[config.mk]
export PLATFORM = sky130hd
export DESIGN_NAME = selective_repeat_receive_window_unit
export DESIGN_NICKNAME = d
export VERILOG_FILES = /design/src/sv/srrw_pkg.sv /design/src/sv/srrw_ctrl.sv /design/src/sv/srrw_dp.sv /design/src/sv/selective_repeat_receive_window_unit.sv
export SDC_FILE = /design/constraint.sdc
export NUM_CORES = 1
export LEC_CHECK = 0
export BUFFER_PORTS_ARGS = -buffer_cell sky130_fd_sc_hd__buf_2
export CAP_MARGIN = 30
export CORE_ASPECT_RATIO = 0.75
export CORE_MARGIN = 3
export CORE_UTILIZATION = 50
export CTS_CLUSTER_SIZE = 24
export DETAILED_ROUTE_END_ITERATION = 8
export PLACE_DENSITY = 0.72
export SLEW_MARGIN = 20
export SYNTH_ARGS = -nofsm -noshare
export SYNTH_HDL_FRONTEND = slang
export SYNTH_SLANG_ARGS = --single-unit
[constraint.sdc]
create_clock -name clk -period 3.6 [get_ports clk]
set_clock_uncertainty 0.2 [all_clocks]
set_input_delay 0.72 -clock clk [delete_from_list [all_inputs] [get_ports clk]]
set_output_delay 0.72 -clock clk [all_outputs]
set_load 0.005 [all_outputs]
[src/sv/srrw_pkg.sv]
// Shared constants, types and sequence helpers for the selective-repeat receive window.
// No dependencies; every other file in this folder imports it.
package srrw_pkg;

  localparam int SEQ_COUNT = 16;
  localparam int WINDOW    = 8;
  localparam int BLOCK     = 8;

  localparam int HDR_W       = 8;
  localparam int TIMEOUT_BIT = 7;
  localparam int KIND_W      = 2;
  localparam int SEQ_OUT_W   = 4;

  localparam int SEQ_W  = $clog2(SEQ_COUNT);
  localparam int STEP_W = $clog2(SEQ_COUNT + 1);
  localparam int J_W    = $clog2(WINDOW + SEQ_COUNT + 1);
  localparam int I_W    = $clog2(BLOCK + 1);
  localparam int MOD_W  = HDR_W + SEQ_W + 1;

  localparam logic [SEQ_W-1:0] LAST_SEQ      = SEQ_W'(SEQ_COUNT - 1);
  localparam logic [SEQ_W-1:0] BLOCK_END_RST = SEQ_W'(BLOCK % SEQ_COUNT);

  typedef enum logic [KIND_W-1:0] {
    KIND_DELIVER,
    KIND_NAK,
    KIND_STOP
  } kind_t;

  typedef enum logic [2:0] {
    ST_IDLE,
    ST_MARK,
    ST_DELIV,
    ST_NAK,
    ST_RECOMP,
    ST_FLUSH
  } state_t;

  typedef enum logic [1:0] {
    RD_S,
    RD_FP,
    RD_SCAN,
    RD_WALK
  } rd_sel_t;

  typedef struct packed {
    logic    load;
    logic    stop;
    logic    mark;
    logic    steps_clr;
    logic    deliv_step;
    logic    nak_init;
    logic    nak_step;
    logic    rc_init;
    logic    rc_step;
    logic    flush;
    rd_sel_t rd_sel;
  } srrw_cmd_t;

  typedef struct packed {
    logic map_bit;
    logic s_is_fp;
    logic nak_req;
    logic steps_ok;
    logic scan_open;
    logic rc_done;
    logic pend_valid;
    logic out_free;
  } srrw_status_t;

  function automatic logic [SEQ_W-1:0] seq_next(input logic [SEQ_W-1:0] s);
    return (s == LAST_SEQ) ? '0 : s + 1'b1;
  endfunction

  function automatic logic [SEQ_W-1:0] seq_prev(input logic [SEQ_W-1:0] s);
    return (s == '0) ? LAST_SEQ : s - 1'b1;
  endfunction

  // Restoring reduction of the 7-bit header sequence field modulo SEQ_COUNT.
  function automatic logic [SEQ_W-1:0] seq_mod(input logic [HDR_W-2:0] v);
    logic [MOD_W-1:0] r;
    r = MOD_W'(v);
    for (int sh = HDR_W - 2; sh >= 0; sh--) begin
      if (r >= (MOD_W'(SEQ_COUNT) << sh)) begin
        r = r - (MOD_W'(SEQ_COUNT) << sh);
      end
    end
    return r[SEQ_W-1:0];
  endfunction

endpackage

[src/sv/srrw_ctrl.sv]
// Controller state machine for the receive window: sequences mark, delivery walk,
// NAK scan, block-end search and result flush. Depends on srrw_pkg.
module srrw_ctrl (
  input  logic                   clk,
  input  logic                   rst,
  input  logic                   in_valid,
  input  logic                   crc_ok,
  input  logic                   has_payload,
  input  srrw_pkg::srrw_status_t status,
  output logic                   in_ready,
  output srrw_pkg::srrw_cmd_t    cmd
);
  import srrw_pkg::*;

  state_t state;
  state_t state_next;
  logic   stall;
  logic   deliv_more;
  logic   scan_more;

  assign stall      = status.pend_valid && !status.out_free;
  assign deliv_more = status.map_bit && status.steps_ok;
  assign scan_more  = status.scan_open && status.steps_ok;

  always_ff @(posedge clk) begin
    if (rst) begin
      state <= ST_IDLE;
    end else begin
      state <= state_next;
    end
  end

  always_comb begin
    state_next = state;
    case (state)
      ST_IDLE: begin
        if (in_valid && crc_ok) begin
          state_next = has_payload ? ST_MARK : ST_FLUSH;
        end
      end
      ST_MARK: begin
        if (!status.map_bit && status.s_is_fp) begin
          state_next = ST_DELIV;
        end else begin
          state_next = status.nak_req ? ST_NAK : ST_FLUSH;
        end
      end
      ST_DELIV: begin
        if (!deliv_more) begin
          state_next = status.nak_req ? ST_NAK : ST_FLUSH;
        end
      end
      ST_NAK: begin
        if (!scan_more) begin
          state_next = ST_RECOMP;
        end
      end
      ST_RECOMP: begin
        if (status.rc_done) begin
          state_next = ST_FLUSH;
        end
      end
      ST_FLUSH: begin
        if (!status.pend_valid || status.out_free) begin
          state_next = ST_IDLE;
        end
      end
      default: state_next = ST_IDLE;
    endcase
  end

  always_comb begin
    in_ready = 1'b0;
    cmd      = '0;
    cmd.rd_sel = RD_S;
    case (state)
      ST_IDLE: begin
        in_ready = 1'b1;
        if (in_valid && crc_ok) begin
          cmd.load = has_payload;
          cmd.stop = !has_payload;
        end
      end
      ST_MARK: begin
        cmd.rd_sel = RD_S;
        cmd.mark   = !status.map_bit;
        if (!status.map_bit && status.s_is_fp) begin
          cmd.steps_clr = 1'b1;
        end else if (status.nak_req) begin
          cmd.nak_init  = 1'b1;
          cmd.steps_clr = 1'b1;
        end
      end
      ST_DELIV: begin
        cmd.rd_sel = RD_FP;
        if (deliv_more) begin
          // hold the walk while the pending result cannot move out
          cmd.deliv_step = !stall;
        end else if (status.nak_req) begin
          cmd.nak_init  = 1'b1;
          cmd.steps_clr = 1'b1;
        end
      end
      ST_NAK: begin
        cmd.rd_sel = RD_SCAN;
        if (scan_more) begin
          cmd.nak_step = status.map_bit || !stall;
        end else begin
          cmd.rc_init   = 1'b1;
          cmd.steps_clr = 1'b1;
        end
      end
      ST_RECOMP: begin
        cmd.rd_sel  = RD_WALK;
        cmd.rc_step = 1'b1;
      end
      ST_FLUSH: begin
        cmd.flush = status.pend_valid && status.out_free;
      end
      default: begin
        in_ready = 1'b0;
      end
    endcase
  end

endmodule

[src/sv/srrw_dp.sv]
// Datapath for the receive window: received bitmap, window pointers, walk counters,
// one-deep pending result and the output register. Depends on srrw_pkg.
module srrw_dp (
  input  logic                             clk,
  input  logic                             rst,
  input  logic [srrw_pkg::HDR_W-1:0]       header_byte,
  input  logic                             out_ready,
  input  srrw_pkg::srrw_cmd_t              cmd,
  output srrw_pkg::srrw_status_t           status,
  output logic                             out_valid,
  output logic [srrw_pkg::KIND_W-1:0]      out_kind,
  output logic [srrw_pkg::SEQ_OUT_W-1:0]   out_seq,
  output logic                             out_last
);
  import srrw_pkg::*;

  logic [SEQ_COUNT-1:0] rx_map;
  logic [SEQ_W-1:0]     first_pending;
  logic [SEQ_W-1:0]     block_end;
  logic [SEQ_W-1:0]     cur_seq;
  logic [SEQ_W-1:0]     scan_seq;
  logic [SEQ_W-1:0]     walk_seq;
  logic                 nak_req;
  logic [STEP_W-1:0]    steps;
  logic [J_W-1:0]       walk_dist;
  logic [I_W-1:0]       walk_cnt;
  logic                 pend_valid;
  kind_t                pend_kind;
  logic [SEQ_W-1:0]     pend_seq;

  logic [SEQ_W-1:0]     in_seq;
  logic [SEQ_W-1:0]     walk_next;
  logic [SEQ_W-1:0]     rd_addr;
  logic                 map_bit;
  logic                 inner_more;
  logic                 outer_more;
  logic                 out_free;
  logic                 emit_valid;
  kind_t                emit_kind;
  logic [SEQ_W-1:0]     emit_seq;

  assign in_seq    = seq_mod(header_byte[HDR_W-2:0]);
  assign walk_next = seq_next(walk_seq);
  assign out_free  = !out_valid || out_ready;

  always_comb begin
    case (cmd.rd_sel)
      RD_S:    rd_addr = cur_seq;
      RD_FP:   rd_addr = first_pending;
      RD_SCAN: rd_addr = scan_seq;
      RD_WALK: rd_addr = walk_next;
      default: rd_addr = cur_seq;
    endcase
  end

  assign map_bit = rx_map[rd_addr];

  // Block-end search: the inner run continues over received slots, the outer
  // loop while more slots of the block fit inside the window.
  assign inner_more = map_bit && (steps < STEP_W'(SEQ_COUNT - 1));
  assign outer_more = (walk_cnt < I_W'(BLOCK - 1)) && (walk_dist < J_W'(WINDOW - 1));

  always_comb begin
    status.map_bit    = map_bit;
    status.s_is_fp    = (cur_seq == first_pending);
    status.nak_req    = nak_req;
    status.steps_ok   = (steps < STEP_W'(SEQ_COUNT));
    status.scan_open  = (scan_seq != seq_next(block_end));
    status.rc_done    = !inner_more && !outer_more;
    status.pend_valid = pend_valid;
    status.out_free   = out_free;
  end

  always_comb begin
    emit_valid = cmd.stop || cmd.deliv_step || (cmd.nak_step && !map_bit);
    emit_kind  = KIND_STOP;
    emit_seq   = '0;
    if (cmd.deliv_step) begin
      emit_kind = KIND_DELIVER;
      emit_seq  = first_pending;
    end else if (cmd.nak_step) begin
      emit_kind = KIND_NAK;
      emit_seq  = scan_seq;
    end
  end

  // window state
  always_ff @(posedge clk) begin
    if (rst) begin
      rx_map        <= '0;
      first_pending <= '0;
      block_end     <= BLOCK_END_RST;
      nak_req       <= 1'b0;
    end else begin
      if (cmd.stop) begin
        rx_map        <= '0;
        first_pending <= '0;
        block_end     <= BLOCK_END_RST;
      end
      if (cmd.load) begin
        nak_req <= header_byte[TIMEOUT_BIT] || (in_seq == block_end);
      end
      if (cmd.mark) begin
        rx_map[cur_seq] <= 1'b1;
      end
      if (cmd.deliv_step) begin
        rx_map[seq_prev(first_pending)] <= 1'b0;
        if (first_pending == block_end) begin
          block_end <= seq_next(block_end);
        end
        first_pending <= seq_next(first_pending);
      end
      if (cmd.rc_init) begin
        block_end <= first_pending;
      end
      if (cmd.rc_step && !inner_more && (walk_dist < J_W'(WINDOW))) begin
        block_end <= walk_next;
      end
    end
  end

  // walk registers: only read in states that load them first
  always_ff @(posedge clk) begin
    if (cmd.load) begin
      cur_seq <= in_seq;
    end
    if (cmd.steps_clr) begin
      steps <= '0;
    end else if (cmd.deliv_step || cmd.nak_step) begin
      steps <= steps + 1'b1;
    end else if (cmd.rc_step) begin
      steps <= inner_more ? steps + 1'b1 : '0;
    end
    if (cmd.nak_init) begin
      scan_seq <= first_pending;
    end else if (cmd.nak_step) begin
      scan_seq <= seq_next(scan_seq);
    end
    if (cmd.rc_init) begin
      walk_seq  <= first_pending;
      walk_dist <= '0;
      walk_cnt  <= I_W'(1);
    end else if (cmd.rc_step) begin
      walk_seq  <= walk_next;
      walk_dist <= walk_dist + 1'b1;
      if (!inner_more) begin
        walk_cnt <= walk_cnt + 1'b1;
      end
    end
  end

  // Results trail by one in the pending stage so the final one can carry last.
  always_ff @(posedge clk) begin
    if (rst) begin
      pend_valid <= 1'b0;
      out_valid  <= 1'b0;
    end else begin
      if (emit_valid) begin
        pend_valid <= 1'b1;
        out_valid  <= pend_valid || (out_valid && !out_ready);
      end else if (cmd.flush) begin
        pend_valid <= 1'b0;
        out_valid  <= 1'b1;
      end else if (out_ready) begin
        out_valid <= 1'b0;
      end
    end
  end

  always_ff @(posedge clk) begin
    if (emit_valid) begin
      pend_kind <= emit_kind;
      pend_seq  <= emit_seq;
      if (pend_valid) begin
        out_kind <= pend_kind;
        out_seq  <= SEQ_OUT_W'(pend_seq);
        out_last <= 1'b0;
      end
    end else if (cmd.flush) begin
      out_kind <= pend_kind;
      out_seq  <= SEQ_OUT_W'(pend_seq);
      out_last <= 1'b1;
    end
  end

endmodule

[src/sv/selective_repeat_receive_window_unit.sv]
// Channel  Handshake              Payload
// in       in_valid / in_ready    header_byte[7:0], crc_ok, has_payload
// out      out_valid / out_ready  kind[1:0], seq[3:0], last
//
// A bad-CRC request is dropped in the idle state. A stop frame passes through flush. A data
// frame is marked, then walks its in-order deliveries (at most SEQ_COUNT), and when it asks
// for a NAK list, scans the slots up to the block end (at most SEQ_COUNT) and searches for
// the new block end, before its results are flushed. The single bitmap read port is walked
// one slot per cycle while no result is stalled; out_ready held low while a result waits
// holds the walk. Reset is synchronous; the window is usable the cycle after.
// Top level: ties the controller to the datapath. Depends on srrw_pkg, srrw_ctrl, srrw_dp.
module selective_repeat_receive_window_unit (
  input  logic                             clk,
  input  logic                             rst,
  input  logic                             in_valid,
  output logic                             in_ready,
  input  logic [srrw_pkg::HDR_W-1:0]       header_byte,
  input  logic                             crc_ok,
  input  logic                             has_payload,
  output logic                             out_valid,
  input  logic                             out_ready,
  output logic [srrw_pkg::KIND_W-1:0]      kind,
  output logic [srrw_pkg::SEQ_OUT_W-1:0]   seq,
  output logic                             last
);
  import srrw_pkg::*;

  srrw_cmd_t    cmd;
  srrw_status_t status;

  srrw_ctrl u_ctrl (
    .clk         (clk),
    .rst         (rst),
    .in_valid    (in_valid),
    .crc_ok      (crc_ok),
    .has_payload (has_payload),
    .status      (status),
    .in_ready    (in_ready),
    .cmd         (cmd)
  );

  srrw_dp u_dp (
    .clk         (clk),
    .rst         (rst),
    .header_byte (header_byte),
    .out_ready   (out_ready),
    .cmd         (cmd),
    .status      (status),
    .out_valid   (out_valid),
    .out_kind    (kind),
    .out_seq     (seq),
    .out_last    (last)
  );

endmodule

==> Yosys cells after proc, flatten, opt, wreduce, memory -nomap -nowiden <==
Index checks and enable logic that the tools add are counted.
{ "word_totals": {"reg_bits": 69, "latch_bits": 0, "ramBits": 0, "mem_bits_ro": 0, "input_bits": 14, "out_inout_bits": 9, "wordCells": 190, "mem_count": 0} }
{ "classes": {"addsub": 11, "multipliers": 0, "div": 0, "order_cmp": 13, "eq_ne": 22, "shift": 0, "muxes": 78, "n_bitwise": 4, "reduce_logical": 44} }
{ "op_table": {"columns": ["op", "count"], "rows": [
  ["$mux 4", 22],
  ["$mux 16", 5],
  ["$mux 13", 2],
  ["$mux 3", 8],
  ["$mux 1", 23],
  ["$add 4x1->4 const B", 5],
  ["$pmux 3 s6", 1],
  ["$and 16x16->16", 1],
  ["$eq 4x4->1 const B", 4],
  ["$not 16->16", 1],
  ["$or 16x16->16", 1],
  ["$pmux 4 s4", 1],
  ["$logic_and 1x1->1", 15],
  ["$lt 4x5->1 const B", 3],
  ["$mux 5", 3],
  ["$mux 2", 7],
  ["$ge 13x5->1 const B", 1],
  ["$ge 13x6->1 const B", 1],
  ["$sub 13x6->13 const B", 1],
  ["$eq 4x4->1", 3],
  ["$add 5x1->5 const B", 2],
  ["$lt 5x4->1 const B", 2],
  ["$reduce_bool 2->1", 5],
  ["$logic_not 1->1", 9],
  ["other kinds (28)", 46]
]} }

==> Longest topological paths before layout <==
Gate-level depths: netlist (run 1).
{ "logic_depth": {"word_depth": 13, "depth_mapped": 14} }

==> Cells and area by module <==
A second synthesis (run 1) with hierarchy kept.
{ "unflattened": {"cells_unflattened": 456, "area_unflattened_um2": 4120.2} }
{ "by_module_without_submodules": {"columns": ["mod", "n_inst", "cells_each", "area_each_um2", "seq_area_each_um2"], "rows": [
  ["srrw_dp", 1, 401, 3751.1, 1571.5],
  ["srrw_ctrl", 1, 55, 369.1, 60.1]
]} }

==> Worst setup path after synthesis (run 1) <==
OpenSTA, ideal clock, no wires.
{ "synth_timing": {"kind": "register to register", "startpoint": "register u_ctrl.state[1]", "endpoint": "register u_dp.out_kind[0] in the netlist's numbering (enable)", "setup_time_ps": 382, "t_arrival_ps": 2866, "required_time_ps": 3018, "setup_slack_ps": 152, "stages_incl_launch_ff": 12, "path_buffers": 2, "path_cell_list": "dfxtp_1 buf_2 or3b_1 buf_2 or2_4 o21ai_2 a211oi_1 or3_1 nand4_1 mux2i_1 a31oi_1 a21boi_0"} }
{ "synth_between": {"elab_chain_cells": 13, "elab_cells_between_ends": 28, "classes_between": "eq/ne (8); mux (10); reduce/logical (10)"} }
{ "synth_lines": {"columns": ["item", "line_no", "rtl"], "rows": [
  ["start: declaration", "srrw_ctrl.sv:15", "state_t state;"],
  ["start signal: assignment", "srrw_ctrl.sv:29", "state <= state_next;"],
  ["$eq 3x3->1 / $eq 3x2->1 (equally long branches)", "srrw_ctrl.sv:76", "case (state)"],
  ["$pmux 2 s3", "srrw_ctrl.sv:76", null],
  ["$eq 2x2->1 (tied with other cells)", "srrw_dp.sv:47", "case (cmd.rd_sel)"],
  ["$pmux 4 s4", "srrw_dp.sv:47", null],
  ["$bmux 1 s4", "srrw_dp.sv:56", "assign map_bit = rx_map[rd_addr];"],
  ["$mux 1 (not written as such)", "srrw_dp.sv:56", null],
  ["$logic_and 1x1->1 / $logic_or 1x1->1 (equally long branches)", "srrw_ctrl.sv:22, srrw_ctrl.sv:107", null],
  ["$mux 1, on equally long branches", "srrw_ctrl.sv:96, srrw_ctrl.sv:106", null],
  ["$mux 1 / $mux 2 (equally long branches)", "srrw_ctrl.sv:76", null],
  ["$logic_or 1x1->1 / $logic_and 1x1->1 (equally long branches)", "srrw_dp.sv:75", "emit_valid = cmd.stop || cmd.deliv_step || (cmd.nak_step && !map_bit);"],
  ["$logic_or 1x1->1", "srrw_dp.sv:75", null],
  ["$ne 2x1->1 (no line) / $reduce_bool 2->1 (equally long branches)", null, null],
  ["$reduce_and 2->1 (no line) *", null, null],
  ["end signal: assignment", "srrw_dp.sv:175", "out_kind <= pend_kind;"],
  ["end signal: assignment", "srrw_dp.sv:180", "out_kind <= pend_kind;"],
  ["end: declaration", "srrw_dp.sv:11", "output logic [srrw_pkg::KIND_W-1:0] out_kind,"]
]} }
Every way passes the cells marked *; elsewhere a longest branch is shown, timed or not. The select of a mux whose other input is x is not followed.
A chain may end at the register's enable or synchronous reset.

==> Final worst setup path (run 1) <==
{ "layout_timing": {"startpoint": "register u_dp.walk_seq[1]", "endpoint": "register u_ctrl.state[0]"} }
{ "layout_between": {"elab_chain_cells": 10, "elab_cells_between_ends": 17, "classes_between": "add/sub (1); eq/ne (3); mux (6); reduce/logical (7)"} }
{ "layout_lines": {"columns": ["item", "line_no", "rtl"], "rows": [
  ["start: declaration", "srrw_dp.sv:22", "logic [SEQ_W-1:0] walk_seq;"],
  ["start signal: assignment", "srrw_dp.sv:140", "walk_seq <= first_pending;"],
  ["start signal: assignment", "srrw_dp.sv:144", "walk_seq <= walk_next;"],
  ["$add 4x1->4 / $eq 4x4->1 (equally long branches)", "srrw_pkg.sv:71", "return (s == LAST_SEQ) ? '0 : s + 1'b1;"],
  ["$mux 4 *", "srrw_pkg.sv:71", null],
  ["$pmux 4 s4 *", "srrw_dp.sv:47", null],
  ["$bmux 1 s4 *", "srrw_dp.sv:56", null],
  ["$mux 1 (not written as such) *", "srrw_dp.sv:56", null],
  ["$logic_and 1x1->1", "srrw_dp.sv:60", "assign inner_more = map_bit && (steps < STEP_W'(SEQ_COUNT - 1));"],
  ["$logic_not 1->1", "srrw_dp.sv:69", "status.rc_done = !inner_more && !outer_more;"],
  ["$logic_and 1x1->1", "srrw_dp.sv:69", null],
  ["$ne 2x2->1 (no line)", null, null],
  ["$reduce_and 5->1 (no line)", null, null]
]} }
Marks and branches as above.

==> impl_metrics.ini, run 1 <==
[cts]
htree_levels = 3
clkLatencyLatePin_ps = 360
clock_path_buffers = 2
cts_sinks = 69
clk_pin_slew_ps = 70
cts_tree = built
root_buffer = clkbuf_8
cts_made_buffers = 9

[flow_run]
max-cap-violations = 0

[pwr]
power.total_uw = 2830
p_clk_share_pct = 24.3
power_frac_seq_pct = 38.0
swShare_pct = 37.0
p_int_uw = 1780
p_comb_share_pct = 37.7
p_per_area_nw_per_um2 = 595
max-vdd-ir-drop_mv = 0.350
p_leak_uw = 0.00181
power_switching_uw = 1050

[sta]
fin_crit_ps = 3500
finalCritPeriodShare_pct = 97.2
worst_pin_slew_ps = 844
max_freq_mhz = 286
hold_viol = 0
setup_ws_ps = 101
setup_viol = 0
slew_violations = 0
slew_headroom_pct = 43.8
hold_ws_ps = 223

[yosys]
synth_area_leaders = dfxtp_1 21%, edfxtp_1 18%, xor2_1 3.8%, nand2_1 3.6%, nor2_1 3.3%
synth_area_sq_um = 4160
synth-edff-count = 25
syn_avg_cell_area_sq_um = 9.05
synth.distinct_cells = 72
synth_top_area_cell = dfxtp_1
synth_top_area_share_pct = 21.2
synth_async_sr_flop_share_pct = 0
synth_fp_nets = 483
synthCells = 459
yosysWarnings = 0
yosysSeqAreaShare_pct = 39.3
ys_ff_latch = 69
synthFlopType = dfxtp_1

[placed_design]
io_buffers = 19
dp_cells = 585
place.gp.congestion = 0.985
place_ws_ps = 63.1
placed_area_sq_um = 4500
hpwl_um = 8120

[cells_and_area]
num-fill-cells = 704
final_area_sq_um = 4750
final_common_cell = dfxtp_1
synthToLayoutAreaGrowth_pct = 14.2
drive_gt1_share_pct = 19.9
mostFrequentLayoutCells = 44 x dfxtp_1, 40 x nand2_1, 36 x nor2_1, 36 x buf_4, 26 x a21oi_1
diodes = 0
final_nets = 516
stdcell_count = 602

[hold_path]
min_to = u_dp.out_seq[0]
hp-start = u_dp.pend_seq[0]
hold_path_class = reg2reg
hold_depth = 0

[setup_path]
reg2regPathDepth = 12
r2r_start = u_dp.walk_seq[1]
cp-start-kind = flip-flop
cp-end-kind = flip-flop
worstPathArrival_ps = 3570
crit_fanout = 8
reg2reg_setup_slack_ps = 100
reg2reg_to = u_ctrl.state[0]
worstPathRequired_ps = 3670
criticalPathCategory = reg2reg

[grt]
grt_usage_pct = 24.1
grt.overflow.total = 0
grt_pass1_vias = 3621
antenna_found_initial = 0
grt_start_max_net_pins = 35
grt_pass1_wl_um = 18100

[floorplanning]
coreArea_sq_um = 7990
pin_count = 23
die_h_um = 85.0
start_util_pct = 52.0
die_w_um = 111
die_area_sq_um = 9450
rows = 28

[route]
drc_errors = 0
wl_um = 11100
ant_nets = 0
wire_per_inst_um = 18.5
vias = 3798
avgViaCountPerCell = 6.31
drt-pass1-iter-count = 6
drt_iter0_markers = 458

[status]
status = completed
## critical path, cell delays in order, from the launching register on
cell and delay (ps):
edfxtp_1 430, ha_1 260, a31o_2 280, buf_4 140
nor2_1 200, a21oi_1 150, o21a_1 140, o21ai_1 250
and4_4 370, buf_4 200, o21ai_2 100, a2111o_1 420
o32ai_1 270
## area by class of cell
type	count	area, sq um	area share, %
Multi-Input combinational cell	342	2350	49.5
Sequential cell	69	1630	34.4
Timing Repair Buffer	55	365	7.70
Tap cell	105	131	2.77
Clock buffer	9	124	2.61
Clock inverter	7	90.1	1.90
Inverter	15	56.3	1.19
## worst max path at each step
stage                     startpoint                to  slack, ps  depth (start not counted)
floorplan            u_ctrl.state[1]  u_dp.out_kind[0]        150                         11
global placement    u_dp.walk_seq[1]   u_ctrl.state[0]        150                         12
detailed placement  u_dp.walk_seq[1]   u_ctrl.state[0]         60                         11
CTS                 u_dp.walk_seq[1]   u_ctrl.state[0]         40                         12
global route        u_dp.walk_seq[1]    u_dp.rx_map[4]        -30                         13
finish              u_dp.walk_seq[1]   u_ctrl.state[0]        100                         12
## flip-flops by register name (all words and copies together) (netlist names), 2 cells and up
signal	flops
u_dp.walk_seq	4
u_dp.out_seq	4
u_dp.block_end	4
u_dp.walk_cnt	4
u_dp.first_pending	4
u_dp.walk_dist	5
u_dp.scan_seq	4
u_dp.cur_seq	4
u_dp.pend_seq	4
u_ctrl.state	3
u_dp.out_kind	2
u_dp.steps	5
u_dp.pend_kind	2
u_dp.rx_map	16
## what timing repair did
action,in CTS,in global routing
hold buffers,0,0
buffers inserted,0,1
endpoints found under the setup margin,0,34
gates resized for setup,0,7
## routing by layer
layer / GRT usage, % / up-vias / share of wire (%)
met5: 0 / - / 0
met4: 8.40 / 0 / 2.0
met3: 7.20 / 30 / 9.3
met2: 37.1 / 181 / 44
met1: 32.4 / 1797 / 44
li1: - / 1790 / -
## power groups by stage
| stage | combinational [uW] | clock [uW] | sequential [uW] |
|---|---|---|---|
| floorplan | 761 | 0 | 1040 |
| global placement | 975 | 0 | 1070 |
| detailed placement | 1010 | 0 | 1080 |
| CTS | 1010 | 700 | 1070 |
| global route | 1170 | 737 | 1090 |
| finish | 1070 | 687 | 1070 |
## stage by stage
| stage | utilization, % | TNS [ps] |
|---|---|---|
| global route | 59.4 | -45.2 |
| global placement | 56.4 | 0 |
| floorplan | - | 0 |
| CTS | 59.0 | 0 |
| finish | 59.4 | 0 |
| detailed placement | 56.4 | 0 |
## logic make-up (layout without fill, tap and decap cells)
| family | after synthesis | after routing | synth area share [%] |
|---|---|---|---|
| xor+xnor | 24 | 24 | 5.06 |
| buf+inv | 48 | 86 | 4.85 |
| flops | 69 | 69 | 39.3 |
| compound gates | 145 | 145 | 25.7 |
| fa+ha+maj | 10 | 10 | 3.01 |
| mux | 14 | 14 | 3.58 |
| simple gates | 149 | 149 | 18.5 |
## cell usage after synthesis, types with 3 or more instances
library cell,instances
nand2_1,40
a211oi_1,9
inv_1,15
or2_2,6
a32oi_1,4
o31ai_1,6
mux2_2,6
mux2i_1,7
clkbuf_1,23
nor2_1,37
buf_2,5
o211ai_1,4
ha_1,10
a221oi_1,5
nor3_1,4
a311oi_1,14
a21oi_1,26
a22o_1,6
xor2_1,18
nand3_1,7
nand2b_1,5
or3_1,7
a22oi_1,13
and3_1,4
nor4_1,6
edfxtp_1,25
and2_1,6
a31oi_1,7
xnor2_1,6
nor2b_1,11
o21ai_0,16
and4_1,3
dfxtp_1,44
Note: power is estimated with default switching activity, not from simulation.
==> inputs of run 2 (changes only) <==
--- a/config.mk
+++ b/config.mk
@@ -7,12 +7,14 @@
 export LEC_CHECK = 0
 export BUFFER_PORTS_ARGS = -buffer_cell sky130_fd_sc_hd__buf_2
 export CAP_MARGIN = 30
+export CELL_PAD_IN_SITES_DETAIL_PLACEMENT = 1
+export CELL_PAD_IN_SITES_GLOBAL_PLACEMENT = 1
 export CORE_ASPECT_RATIO = 0.75
 export CORE_MARGIN = 3
-export CORE_UTILIZATION = 50
+export CORE_UTILIZATION = 43
 export CTS_CLUSTER_SIZE = 24
 export DETAILED_ROUTE_END_ITERATION = 8
-export PLACE_DENSITY = 0.72
+export PLACE_DENSITY = 0.78
 export SLEW_MARGIN = 20
 export SYNTH_ARGS = -nofsm -noshare
 export SYNTH_HDL_FRONTEND = slang
==> run 2 against run 1 <==
Against the previous run:
- power grew 12%
- global-route usage fell by 0.91 points
- highest routed layer unchanged
- sequential share of layout area fell by 1.4 points
- sequential cell count stayed put
- first-iteration DRC count fell by 61%
- wire length increased by 11%
- critical path type unchanged
- maximum frequency decreased by 0.66%
- count of clock-buffer cells in the layout did not move
- via count down 0.42%
==> impl_metrics.ini, run 2 (synthesis results as in run 1) <==
[status]
status = completed

[grt]
grt.overflow.total = 0
grt_pass1_wl_um = 19800
antenna_found_initial = 0
grt_pass1_vias = 3778
use_met2_pct = 35.5
grt.busiest_layer = met2
met3_usage_pct = 4.92
grt_start_max_net_pins = 35
use_met1_pct = 32.5
grt_usage_pct = 23.1

[pwr]
max-vdd-ir-drop_mv = 0.488
p_int_uw = 2030
p_leak_uw = 0.00188
p_comb_share_pct = 35.6
power_frac_seq_pct = 34.2
power_switching_uw = 1140
swShare_pct = 35.9
p_per_area_nw_per_um2 = 641
p_clk_share_pct = 30.3

[cells_and_area]
largest_register_ffs = 16
final_common_cell = dfxtp_1
stdcell_count = 628
reg.largest.list = u_dp.rx_map: 16 flops, u_dp.steps: 5 flops, u_dp.walk_dist: 5 flops
final_nets = 519
top_register = u_dp.rx_map
num-fill-cells = 1060
synthToLayoutAreaGrowth_pct = 19.2
drive_gt1_share_pct = 22.2
mostFrequentLayoutCells = 43 x dfxtp_1, 40 x nand2_1, 38 x buf_4
diodes = 0

[sta]
finalCritPeriodShare_pct = 97.8
slew_violations = 0
hold_viol = 0
fin_crit_ps = 3520
worst_pin_slew_ps = 937
slew_headroom_pct = 37.5
max_freq_mhz = 284
setup_ws_ps = 78.3
tns_ps = 0
setup_viol = 0

[route]
avgViaCountPerCell = 6.02
drt_iter0_markers = 177
drt-pass1-iter-count = 4
ant_nets = 0
wl_um = 12300
drc_errors = 0
vias = 3782
wire_per_inst_um = 19.6

[setup_path]
crit_start = u_dp.walk_seq[0]
cp-start-kind = flip-flop
worstPathArrival_ps = 3350
reg2reg_setup_slack_ps = 80
cp-end-kind = flip-flop
reg2regPathDepth = 11
criticalPathCategory = reg2reg
crit_end = u_dp.pend_seq[1]
worstPathRequired_ps = 3430
crit_fanout = 6
cp_slowest_stage_delay_ps = 440
path_cells = ha_2, a31o_2, or2_4, o21ai_2, a211oi_1, or3_1, nand4_1, mux2i_2, a31oi_1, buf_4, inv_1
critPathSlowestCell = edfxtp_1
r2r_start = u_dp.walk_seq[0]
reg2reg_to = u_dp.pend_seq[1]

[cts]
root_buffer = clkbuf_16
clock_path_buffers = 2
cts_tree = built
cts_sinks = 69
clk_pin_slew_ps = 60
ctsHoldBuffers = 0
htree_levels = 3
clkLatencyLatePin_ps = 340
cts_made_buffers = 9

[floorplanning]
die_w_um = 120
start_util_pct = 45.0
rows = 30
die_h_um = 91.1
pin_count = 23
coreArea_sq_um = 9230
die_area_sq_um = 10900

[flow_run]
max-cap-violations = 0

[hold_path]
hold_path_class = reg2reg

[placed_design]
place.gp.congestion = 0.901
dp_cells = 609
hpwl_um = 9230
io_buffers = 19
place_ws_ps = 11.4
[run 2: cell types whose count changed in the layout (fill, tap and decap cells not counted), moves of 2 or more]
cell / previous run / this run
clkbuf_8: 9 / 0
buf_4: 36 / 38
clkbuf_16: 0 / 9
clkinv_4: 0 / 4
clkinvlp_4: 2 / 0
a21oi_2: 1 / 4
a21oi_1: 26 / 23
clkinv_2: 3 / 1
[run 2: power groups by stage]
stage | clock network [uW] | registers, uW | logic, uW
after global routing | 999 | 1110 | 1230
after floorplan | 0 | 1040 | 761
after detailed placement | 0 | 1100 | 1030
after CTS | 972 | 1080 | 1050
after global placement | 0 | 1080 | 988
final | 960 | 1080 | 1130
[run 2: critical path, delay by kind of cell (launching register included)]
| kind | cells | cell delay [ps] |
|---|---|---|
| muxes | 1 | 300 |
| buffers and inverters | 2 | 340 |
| adders and majority gates | 1 | 250 |
| AOI/OAI and AO/OA | 4 | 690 |
| and+or+nand+nor | 3 | 980 |
| DFF | 1 | 440 |
[run 2: final cells by class]
cell class | count | area (sq um) | share of cell area [%]
clock buffers | 9 | 225 | 4.55
clock inverters | 7 | 100 | 2.02
inverters | 15 | 56.3 | 1.14
multi-input cells | 342 | 2380 | 48.0
flip-flops and latches | 69 | 1630 | 33.0
well taps | 128 | 160 | 3.23
repair buffers | 58 | 400 | 8.09
[run 2: metrics by stage]
step / area [sq um] / hold WS (ps) / utilization (%) / total power, uW
after floorplan: 4160 / 200 / - / 1800
after global placement: 4550 / 206 / 49.3 / 2070
after detailed placement: 4550 / 209 / 49.3 / 2130
after CTS: 4880 / 222 / 52.9 / 3100
after global routing: 4950 / 224 / 53.6 / 3340
final: 4950 / 221 / 53.6 / 3170
[run 2: how the worst min path moves through the flow]
stage | slack, ps | depth (start not counted) | startpoint | to
3_3_place_gp | 210 | 0 | u_dp.pend_seq[3] | u_dp.out_seq[3]
2_1_floorplan | 200 | 0 | u_dp.pend_kind[0] | u_dp.out_kind[0]
4_1_cts | 220 | 0 | u_dp.pend_seq[1] | u_dp.out_seq[1]
5_1_grt | 220 | 0 | u_dp.pend_seq[1] | u_dp.out_seq[1]
3_5_place_dp | 210 | 0 | u_dp.pend_seq[1] | u_dp.out_seq[1]
6_report | 220 | 0 | u_dp.pend_seq[1] | u_dp.out_seq[1]
[run 2: timing repair]
item,CTS,global route
endpoints found under the setup margin,6,54
buffers inserted,0,3
resized for setup,2,13
pin swaps,0,4
[run 2: metal layers]
layer / up-vias / wire length (um) / part of all wire (%)
met5: - / 0 / 0
met4: 0 / 150 / 1.2
met3: 15 / 669 / 5.4
met2: 94 / 5540 / 45
met1: 1879 / 5980 / 48
li1: 1794 / - / -
